$ cat src/hdl/nsr_pkg.sv
// Shared constants and controller/datapath interface types for the Newton square root.
package nsr_pkg;

  localparam int unsigned WORD_W        = 32;
  localparam int unsigned MAX_ITERS_DEF = 32;
  localparam int unsigned FRAC_BITS_DEF = 16;
  localparam logic [WORD_W-1:0] TOL_RESET = WORD_W'(655);

  // Commands from the controller to the datapath.
  typedef struct packed {
    logic load_x;      // capture radicand, seed guess with 1.0
    logic sq_en;       // register guess squared
    logic err_en;      // register |guess^2 - x|
    logic div_start;   // launch x / guess
    logic upd_g;       // guess <= (quotient + guess) / 2
    logic out_load;    // load the output register
    logic out_last;
    logic out_hit;
  } nsr_cmd_t;

  // Status from the datapath to the controller.
  typedef struct packed {
    logic tol_met;     // error below tolerance
    logic div_busy;
  } nsr_sts_t;

endpackage

$ cat src/hdl/nsr_div.sv
// Radix-2 restoring divider for (x << FRAC_BITS) / guess with saturation to 32 bits.
module nsr_div
  import nsr_pkg::*;
#(
  parameter int unsigned FRAC_BITS = FRAC_BITS_DEF
) (
  input  logic                        clk_i,
  input  logic                        rst_ni,
  input  logic                        start_i,
  input  logic [WORD_W+FRAC_BITS-1:0] dividend_i,
  input  logic [WORD_W-1:0]           divisor_i,
  output logic                        busy_o,
  output logic [WORD_W-1:0]           quotient_o
);

  localparam int unsigned XW = WORD_W + FRAC_BITS;
  localparam int unsigned CW = $clog2(XW + 1);

  logic [CW-1:0]     cnt_q, cnt_d;
  logic [WORD_W-1:0] rem_q, rem_d;
  logic [XW-1:0]     dvd_q, dvd_d;
  logic [WORD_W:0]   trial;
  logic              take;

  // A zero divisor makes every trial subtract succeed, so the quotient
  // comes out all ones and saturates below.
  always_comb begin
    trial = {rem_q, dvd_q[XW-1]};
    take  = trial >= {1'b0, divisor_i};
    cnt_d = cnt_q;
    rem_d = rem_q;
    dvd_d = dvd_q;
    if (start_i) begin
      cnt_d = CW'(XW);
      rem_d = '0;
      dvd_d = dividend_i;
    end else if (cnt_q != '0) begin
      cnt_d = cnt_q - CW'(1);
      rem_d = take ? WORD_W'(trial - {1'b0, divisor_i}) : trial[WORD_W-1:0];
      dvd_d = {dvd_q[XW-2:0], take};
    end
  end

  always_ff @(posedge clk_i or negedge rst_ni) begin
    if (!rst_ni) begin
      cnt_q <= '0;
    end else begin
      cnt_q <= cnt_d;
    end
  end

  always_ff @(posedge clk_i) begin
    rem_q <= rem_d;
    dvd_q <= dvd_d;
  end

  assign busy_o     = cnt_q != '0;
  assign quotient_o = (|dvd_q[XW-1:WORD_W]) ? '1 : dvd_q[WORD_W-1:0];

endmodule

$ cat src/hdl/nsr_datapath.sv
// Datapath: radicand, guess, square, error, tolerance, divider and output register.
module nsr_datapath
  import nsr_pkg::*;
#(
  parameter int unsigned FRAC_BITS = FRAC_BITS_DEF
) (
  input  logic              clk_i,
  input  logic              rst_ni,
  input  nsr_cmd_t          cmd_i,
  output nsr_sts_t          sts_o,
  input  logic              cfg_we_i,
  input  logic [WORD_W-1:0] cfg_wdata_i,
  input  logic [WORD_W-1:0] radicand_i,
  output logic [WORD_W-1:0] guess_o,
  output logic              last_o,
  output logic              hit_limit_o
);

  localparam int unsigned XW = WORD_W + FRAC_BITS;
  localparam int unsigned SW = 2 * WORD_W;
  localparam logic [WORD_W-1:0] GUESS_ONE = WORD_W'(1) << FRAC_BITS;

  logic [WORD_W-1:0] tol_q;
  logic [WORD_W-1:0] x_q, g_q, g_d;
  logic [SW-1:0]     sq_q, err_q, err_d;
  logic [XW-1:0]     xs, ts;
  logic [SW-1:0]     xs_w, ts_w;
  logic [WORD_W-1:0] quot;
  logic [WORD_W:0]   sum;
  logic              div_busy;
  logic [WORD_W-1:0] guess_q;
  logic              last_q, hit_q;

  nsr_div #(
    .FRAC_BITS(FRAC_BITS)
  ) u_div (
    .clk_i,
    .rst_ni,
    .start_i   (cmd_i.div_start),
    .dividend_i(xs),
    .divisor_i (g_q),
    .busy_o    (div_busy),
    .quotient_o(quot)
  );

  // Error is compared at 2*FRAC_BITS fraction bits, so x and tolerance move up.
  assign xs   = {x_q, {FRAC_BITS{1'b0}}};
  assign ts   = {tol_q, {FRAC_BITS{1'b0}}};
  assign xs_w = SW'(xs);
  assign ts_w = SW'(ts);

  assign err_d = (sq_q >= xs_w) ? (sq_q - xs_w) : (xs_w - sq_q);
  assign sum   = {1'b0, quot} + {1'b0, g_q};

  always_comb begin
    g_d = g_q;
    if (cmd_i.load_x) begin
      g_d = GUESS_ONE;
    end else if (cmd_i.upd_g) begin
      g_d = sum[WORD_W:1];
    end
  end

  always_ff @(posedge clk_i or negedge rst_ni) begin
    if (!rst_ni) begin
      tol_q <= TOL_RESET;
    end else if (cfg_we_i) begin
      tol_q <= cfg_wdata_i;
    end
  end

  always_ff @(posedge clk_i) begin
    g_q <= g_d;
    if (cmd_i.load_x) begin
      x_q <= radicand_i;
    end
    if (cmd_i.sq_en) begin
      sq_q <= SW'(g_q) * SW'(g_q);
    end
    if (cmd_i.err_en) begin
      err_q <= err_d;
    end
    if (cmd_i.out_load) begin
      guess_q <= g_q;
      last_q  <= cmd_i.out_last;
      hit_q   <= cmd_i.out_hit;
    end
  end

  assign sts_o.tol_met  = err_q < ts_w;
  assign sts_o.div_busy = div_busy;

  assign guess_o     = guess_q;
  assign last_o      = last_q;
  assign hit_limit_o = hit_q;

endmodule

$ cat src/hdl/nsr_ctrl.sv
// Controller: sequences square, error check, output, division and update per Newton step.
module nsr_ctrl
  import nsr_pkg::*;
#(
  parameter int unsigned MAX_ITERS = MAX_ITERS_DEF
) (
  input  logic     clk_i,
  input  logic     rst_ni,
  input  logic     in_valid_i,
  output logic     in_ready_o,
  output logic     out_valid_o,
  input  logic     out_ready_i,
  output nsr_cmd_t cmd_o,
  input  nsr_sts_t sts_i
);

  localparam int unsigned IW = $clog2(MAX_ITERS + 1);
  localparam logic [IW-1:0] ITER_CAP = IW'(MAX_ITERS);

  typedef enum logic [2:0] {
    ST_IDLE,
    ST_SQUARE,
    ST_ERR,
    ST_DECIDE,
    ST_DIVIDE,
    ST_UPDATE
  } state_e;

  state_e        state_q;
  logic [IW-1:0] iter_q;
  logic          out_valid_q;
  logic          out_free;
  logic          done;

  always_comb begin
    cmd_o      = '0;
    in_ready_o = state_q == ST_IDLE;
    out_free   = !out_valid_q || out_ready_i;
    done       = sts_i.tol_met || (iter_q == ITER_CAP);
    case (state_q)
      ST_IDLE:   cmd_o.load_x = in_valid_i;
      ST_SQUARE: cmd_o.sq_en  = 1'b1;
      ST_ERR:    cmd_o.err_en = 1'b1;
      ST_DECIDE: begin
        if (out_free) begin
          cmd_o.out_load  = 1'b1;
          cmd_o.out_last  = done;
          cmd_o.out_hit   = done && !sts_i.tol_met;
          cmd_o.div_start = !done;
        end
      end
      ST_DIVIDE: ;
      ST_UPDATE: cmd_o.upd_g = 1'b1;
      default:   ;
    endcase
  end

  always_ff @(posedge clk_i or negedge rst_ni) begin
    if (!rst_ni) begin
      state_q     <= ST_IDLE;
      iter_q      <= '0;
      out_valid_q <= 1'b0;
    end else begin
      if (cmd_o.out_load) begin
        out_valid_q <= 1'b1;
      end else if (out_ready_i) begin
        out_valid_q <= 1'b0;
      end
      case (state_q)
        ST_IDLE: begin
          if (in_valid_i) begin
            iter_q  <= '0;
            state_q <= ST_SQUARE;
          end
        end
        ST_SQUARE: state_q <= ST_ERR;
        ST_ERR:    state_q <= ST_DECIDE;
        ST_DECIDE: begin
          if (out_free) begin
            state_q <= done ? ST_IDLE : ST_DIVIDE;
          end
        end
        ST_DIVIDE: begin
          if (!sts_i.div_busy) begin
            state_q <= ST_UPDATE;
          end
        end
        ST_UPDATE: begin
          iter_q  <= iter_q + IW'(1);
          state_q <= ST_SQUARE;
        end
        default: state_q <= ST_IDLE;
      endcase
    end
  end

  assign out_valid_o = out_valid_q;

endmodule

$ cat src/hdl/newton_square_root_top.sv
// Newton-Raphson square root of an unsigned fixed-point value, one result per estimate.
//
// Each radicand (unsigned Q(32-FRAC_BITS).FRAC_BITS, Q16.16 by default)
// starts from a guess of 1.0 that is refined by
// guess = floor((floor(x/guess) + guess) / 2). Before every update the
// error |guess^2 - x| is checked at full precision; once it is strictly
// below the tolerance register, or after MAX_ITERS updates, the block
// stops. Every estimate, the initial 1.0 included, is sent as one output
// item; the final one carries last_o, and hit_limit_o is set on it when the
// cap was reached without meeting the tolerance. A zero guess or a quotient
// above 32 bits saturates the quotient to all ones. A step runs the square,
// the error check and the decision, which an output stall holds, then the
// radix-2 divider (one quotient bit per cycle) and the update. One item is
// worked on at a time; in_ready_o is high only while the controller is
// idle, and a new item may be taken while the final result of the previous
// one still waits in the output register. The tolerance (reset 655, about
// 0.01 at Q16.16) is written through cfg_we_i and cfg_wdata_i; the user
// must write it only while the block is idle, as the block itself does not
// enforce this.
module newton_square_root_top
  import nsr_pkg::*;
#(
  parameter int unsigned MAX_ITERS = MAX_ITERS_DEF,
  parameter int unsigned FRAC_BITS = FRAC_BITS_DEF
) (
  input  logic              clk_i,
  input  logic              rst_ni,
  // tolerance register write
  input  logic              cfg_we_i,
  input  logic [WORD_W-1:0] cfg_wdata_i,
  // radicand items
  input  logic              in_valid_i,
  output logic              in_ready_o,
  input  logic [WORD_W-1:0] radicand_i,
  // estimate items
  output logic              out_valid_o,
  input  logic              out_ready_i,
  output logic [WORD_W-1:0] guess_o,
  output logic              last_o,
  output logic              hit_limit_o
);

  nsr_cmd_t cmd;
  nsr_sts_t sts;

  // Controller: walks square -> error -> decide -> divide -> update per step.
  nsr_ctrl #(
    .MAX_ITERS(MAX_ITERS)
  ) u_ctrl (
    .clk_i,
    .rst_ni,
    .in_valid_i,
    .in_ready_o,
    .out_valid_o,
    .out_ready_i,
    .cmd_o(cmd),
    .sts_i(sts)
  );

  // Datapath: one 32x32 multiplier, error subtract, serial divider.
  nsr_datapath #(
    .FRAC_BITS(FRAC_BITS)
  ) u_dp (
    .clk_i,
    .rst_ni,
    .cmd_i(cmd),
    .sts_o(sts),
    .cfg_we_i,
    .cfg_wdata_i,
    .radicand_i,
    .guess_o,
    .last_o,
    .hit_limit_o
  );

endmodule

$ cat config.mk
export PLATFORM = sky130hd
export DESIGN_NAME = newton_square_root_top
export DESIGN_NICKNAME = d
export VERILOG_FILES = /design/src/hdl/nsr_pkg.sv /design/src/hdl/nsr_div.sv /design/src/hdl/nsr_datapath.sv /design/src/hdl/nsr_ctrl.sv /design/src/hdl/newton_square_root_top.sv
export SDC_FILE = /design/constraint.sdc
export NUM_CORES = 2
export LEC_CHECK = 0
export BUFFER_PORTS_ARGS = -buffer_cell sky130_fd_sc_hd__buf_2
export CAP_MARGIN = 30
export CELL_PAD_IN_SITES_DETAIL_PLACEMENT = 2
export CELL_PAD_IN_SITES_GLOBAL_PLACEMENT = 2
export CORE_MARGIN = 3
export CORE_UTILIZATION = 40
export DETAILED_ROUTE_END_ITERATION = 8
export PLACE_DENSITY_LB_ADDON = 0.2
export SYNTH_ARGS = -nofsm -noshare
export SYNTH_HDL_FRONTEND = slang
export SYNTH_SLANG_ARGS = --single-unit
$ cat constraint.sdc
create_clock -name clk_i -period 14.2 [get_ports clk_i]
set_input_delay 0.71 -clock clk_i [delete_from_list [all_inputs] [get_ports clk_i]]
set_output_delay 0.71 -clock clk_i [all_outputs]
set_load 0.005 [all_outputs]
; ---- Word-level counts from Yosys, hierarchy flattened
; Cells that the tools add are included.
[word_totals]
mem_bits_ro = 0
memories = 0
input_bits = 69
mem_bits_rw = 0
latchBits = 0
reg_bits = 354
[op_classes]
mux = 24
order_cmp = 3
shifts = 0
n_bitwise = 0
n_addsub = 6
div = 0
n_eq_ne = 9
multipliers = 1
n_reduce_logical = 15
[op_table]
columns = cell, count
row1 = 48-bit two-way mux, 2
row2 = 64-bit by 48-bit >= comparator with 1-bit output, 1
row3 = 64-bit by 48-bit < comparator with 1-bit output, 1
row4 = 32-bit by 32-bit multiplier with 64-bit output, 1
row5 = 32-bit two-way mux, 2
row6 = 64-bit two-way mux, 1
row7 = 48-bit by 64-bit subtractor with 64-bit output, 1
row8 = 64-bit by 48-bit subtractor with 64-bit output, 1
row9 = 32-bit by 32-bit adder with 33-bit output, 1
row10 = 33-bit by 32-bit >= comparator with 1-bit output, 1
row11 = 32-bit subtractor, 1
row12 = 3-bit two-way mux, 6
row13 = 6-bit two-way mux, 3
row14 = 3-bit one-hot mux with 6 select lines, 1
row15 = 16-bit OR reduction, 1
row16 = 6-bit one-hot mux with 2 select lines, 1
row17 = 1-bit two-way mux, 8
row18 = 6-bit by 1-bit adder with 6-bit output (second input constant), 1
row19 = 3-bit by 2-bit == test with 1-bit output (second input constant), 2
row20 = 3-bit == test (second input constant), 2
row21 = 6-bit == test (second input constant), 1
row22 = 2-bit nonzero test, 3
row23 = 6-bit nonzero test, 1
row24 = 6-bit by 1-bit subtractor with 6-bit output (second input constant), 1
row25 = 9 further kinds, 14

; ---- Longest topological paths before layout
[logic_depth]
word_depth = 6
depth_mapped = 32
depth_no_buf = 30

; ---- Hierarchy
; Synthesis repeated with hierarchy kept, for this count alone.
[unflattened]
hier_cells = 5209
hier_area_um2 = 49919.1
[modules_own_cells]
columns = mod, area_per_inst_um2, cells_each, n_inst
row1 = nsr_datapath, 43150.1, 4495, 1
row2 = nsr_div, 6162.2, 650, 1
row3 = nsr_ctrl, 606.8, 64, 1

; ---- Worst setup path before layout
; Ideal clock, no wire load.
[synth_path]
kind = reg-to-reg
startpoint = register u_dp.g_q[4]
endpoint = register u_dp.sq_q[59] (data pin)
n_path_buf = 2
t_required_ns = 13.931
slack_ns = 6.103
setup_time_ns = 0.269
stages_incl_launch_ff = 26
t_arrival_ns = 7.828
path_cell_list = dfxtp_1 -> clkbuf_1 -> clkinv_1 -> clkbuf_1 -> nor2_1 -> fa_1 -> ha_1 -> a31o_2 -> fa_1 -> inv_1 -> fa_1 -> inv_1 -> fa_1 -> fa_1 -> fa_1 -> fa_1 -> ha_1 -> nand2_1 -> o211ai_1 -> nor3_1 -> o41ai_1 -> a41o_1 -> o211ai_1 -> o311a_1 -> o31ai_1 -> xor2_1
[synth_between]
elab_chain_len = 1
[synth_rtl]
columns = item, line
row1 = start: declaration, nsr_datapath.sv:24  ; logic [WORD_W-1:0] x_q, g_q, g_d;
row2 = start signal: assignment, nsr_datapath.sv:73  ; g_q <= g_d;
row3 = 32-bit by 32-bit multiplier with 64-bit output, nsr_datapath.sv:78  ; sq_q <= SW'(g_q) * SW'(g_q);
row4 = end signal: assignment, nsr_datapath.sv:78
row5 = end: declaration, nsr_datapath.sv:25  ; logic [SW-1:0] sq_q, err_q, err_d;
; Every way passes these cells.
; A chain may end at the register's enable or synchronous reset.

; ---- Worst setup path in the final report
[layout_path]
startpoint = register u_dp.g_q[11]
endpoint = register u_dp.sq_q[59] (data pin)
; The elaborated chain is that of the path after synthesis.

==> results.sh <==
export IMPL_outcome="finished clean"
export IMPL_vias_per_cell=5.51
export IMPL_hold_class="in2async"
export IMPL_critPathLaunch="u_dp.g_q[11]"
export IMPL_diodes=0
export IMPL_ys_seq_elements=337
export IMPL_place_congestion=0.877
export IMPL_critPathBufInv=5
export IMPL_synth_common_cells="inv_1, fa_1, nand2_1, ha_1, nor2_1"
export IMPL_wl_met3_um=9640
export IMPL_synthesis_nets=6586
export IMPL_die_w_um=355
export IMPL_coreArea_sq_um=120000
export IMPL_yosys_area_top_type_share_pct=32.7
export IMPL_fmax_ghz=0.107
export IMPL_htreeDepth=2
export IMPL_io_pins=105
export IMPL_clkSlewWorstSetupHoldPaths_ns=0.06
export IMPL_reg2reg_from="u_dp.g_q[11]"
export IMPL_cts_resized=0
export IMPL_io_buffers=104
export IMPL_skew_ns=0.0576
export IMPL_cts_made_buffers=44
export IMPL_avgSynthCellArea_sq_um=9.25
export IMPL_layout_min_cycle_time_ns=9.31
export IMPL_cts_path_max_buffers=3
export IMPL_hpwl_um=142000
export IMPL_dieArea_sq_um=126000
export IMPL_crit_family="adder cells"
export IMPL_yosysUniqueCellTypes=89
export IMPL_drv_cap=0
export IMPL_path_depth=26
export IMPL_cts_root_buf="clkbuf_16"
export IMPL_critical_path_arrival_ns=9.67
export IMPL_max_slew_margin_pct=31.8
export IMPL_vias=38200
export IMPL_insertion_delay_ns=0.66
export IMPL_ant_nets=0
export IMPL_grt_pass1_vias=43900
export IMPL_crit_required_ns=14.57
export IMPL_fin_crit_sh_pct=65.5
export IMPL_antenna_found_initial=5
export IMPL_die_h_um=355
export IMPL_synth_area_leader_cell="fa_1"
export IMPL_path_max_fanout=20
export IMPL_routedWlPerCell_um=26.4
export IMPL_synth_area_leaders="fa_1, edfxtp_1, ha_1"
export IMPL_hold_violations=0
export IMPL_drv_slew=0
export IMPL_rows=127
export IMPL_highest_layer="met5"
export IMPL_worstMarginPinSlew_ns=1.02
export IMPL_post_cts_buffers=0
export IMPL_leakage_nw=26.7
export IMPL_cp_slowest_stage_delay_ns=0.77
export IMPL_drt_pass1_iterations=5
export IMPL_area_delta_synth_final_pct=7.81
export IMPL_wl_met1_um=80000
export IMPL_fill_cells=13200
export IMPL_setup_worst_path_class="reg2reg"
export IMPL_setup_violations=0
export IMPL_drive_above_1_share_pct=6.48
export IMPL_cts_sinks=337
export IMPL_netlist_instances=5268
export IMPL_yosysMostFrequentCell="inv_1"
export IMPL_startpoint_type="register"
export IMPL_track_usage_pct=29.2
export IMPL_syn_cell_area_sq_um=48700
export IMPL_final_nets=6610
export IMPL_synth_edf_count=209
export IMPL_drtIter0Drc=2650
export IMPL_ys_flop_type="edfxtp_1"
export IMPL_cts_hold_buf=0
export IMPL_routed_wl_met2_um=86700
export IMPL_ir_worst_vdd_v=0.000143
export IMPL_drc=0
export IMPL_grt_overflow_total=0
export IMPL_tns_ns=0
export IMPL_async_flop_share_pct=14.2
export IMPL_drt_total_wl_um=183000
export IMPL_grt_pass1_wl_um=277000
export IMPL_critPathCaptureType="register"
export IMPL_grt_start_max_net_pins=72
export IMPL_reg2regPathDepth=26
export IMPL_power_density_nw_per_um2=259
export IMPL_start_util_pct=40.4
export IMPL_slowest_stage="o41ai_1"
export IMPL_cpMostUsedCell="fa_1"
export IMPL_rsz0062_at_grt="false"
export IMPL_p_total_mw=13.6
export IMPL_yosys_warnings=0
export IMPL_ys_seq_area_share_pct=18.7
export IMPL_tritoncts="built"
-- layout by cell type, fill, tap and decap left out, drive strengths merged, types with 7 or more instances in the layout --
cell	netlist	layout
o21bai	39	39
xnor2	113	113
a21oi	246	246
xor2	79	79
o21a	20	20
nor2	375	375
and3	21	21
nand2	581	581
a21o	131	131
dfrtp	42	42
nand3	56	56
fa	795	795
o21ai	191	191
o211ai	14	14
ha	454	454
a21boi	7	7
a2111oi	10	10
edfxtp	209	209
a31o	14	14
mux2i	13	13
dfxtp	80	80
a211oi	37	37
and2	37	37
nand2b	14	14
inv	1111	1116
a311oi	27	27
nor3	40	40
nor2b	27	27
o31ai	13	13
a31oi	25	25
or3	18	18
clkinv	6	16
or2	44	44
nand4	48	48
buf	29	183
clkbuf	176	63
nor4	24	24
-- layout make-up --
| cell class | count | area [sq um] | share of cell area, % |
|---|---|---|---|
| Timing Repair Buffer | 183 | 1130 | 2.16 |
| Tap cell | 1612 | 2020 | 3.84 |
| Clock buffer | 63 | 1220 | 2.33 |
| Sequential cell | 337 | 9090 | 17.3 |
| Multi-Input combinational cell | 3609 | 34700 | 66.0 |
| Inverter | 1117 | 4190 | 7.98 |
| Clock inverter | 19 | 204 | 0.388 |
-- per-layer routing --
| metal | up-vias | track usage (%) |
|---|---|---|
| met5 | - | 0 |
| met4 | 2 | 9.67 |
| met1 | 20300 | 39.3 |
| met2 | 949 | 48.6 |
| li1 | 16800 | - |
| met3 | 278 | 4.04 |
-- where the power goes --
group | internal, mW | total, mW | leakage [nW] | switching (mW)
logic | 3.62 | 10.4 | 22.7 | 6.81
clock network | 0.644 | 1.16 | 0.692 | 0.512
registers | 1.72 | 2.02 | 3.27 | 0.297
total | 5.99 | 13.6 | 26.7 | 7.62
-- state kept, by name (all words and copies together) (netlist names), 32 cells and up --
name,count
u_dp.err_q,48
u_dp.u_div.rem_q,32
u_dp.sq_q,63
u_dp.g_q,32
u_dp.guess_o,32
u_dp.tol_q,32
u_dp.x_q,32
u_dp.u_div.dvd_q,48
-- cells by family (layout without fill, tap and decap cells) --
kind of cell / Yosys count / in the layout / share of synthesized area, %
buffers and inverters: 1322 / 1382 / 10.2
AND/OR/NAND/NOR: 1308 / 1308 / 11.8
adder cells (fa/ha/maj): 1249 / 1249 / 44.3
AO/OA/AOI/OAI: 842 / 842 / 11.1
flip-flops: 337 / 337 / 18.7
XOR/XNOR: 192 / 192 / 3.45
multiplexers: 18 / 18 / 0.390
-- final timing paths --
check,endpoint,slack (ns)
min in group clk_i,u_dp.x_q[6],0.25
hold reg to reg,u_dp.u_div.dvd_q[10],0.48
max in group asynchronous,u_dp.tol_q[4],13.49
setup / recovery,u_dp.sq_q[59],4.89
setup reg to reg,u_dp.sq_q[59],4.89
hold / removal,u_dp.tol_q[31],0.20
-- worst reg2reg max path, delay by kind of cell (launching register included) --
family	cells	cell delay (ns)
and+or+nand+nor	4	0.87
xor gates and xnor gates	2	0.30
AOI/OAI and AO/OA	6	2.71
adders and majority gates	9	3.82
DFF	1	0.32
buffers and inverters	5	1.00
-- per-stage QoR --
stage	worst slack [ns]	std cells	hold WS (ns)	cell area, sq um	util [%]
floorplan	6.10	5268	0.414	48700	-
global placement	5.29	6856	0.449	51000	42.4
detailed placement	5.03	6858	0.462	51100	42.4
CTS	5.01	6940	0.191	52500	43.6
global route	4.60	6940	0.226	52500	43.6
finish	4.89	6940	0.196	52500	43.6
Power figures use the tool's default switching activity.
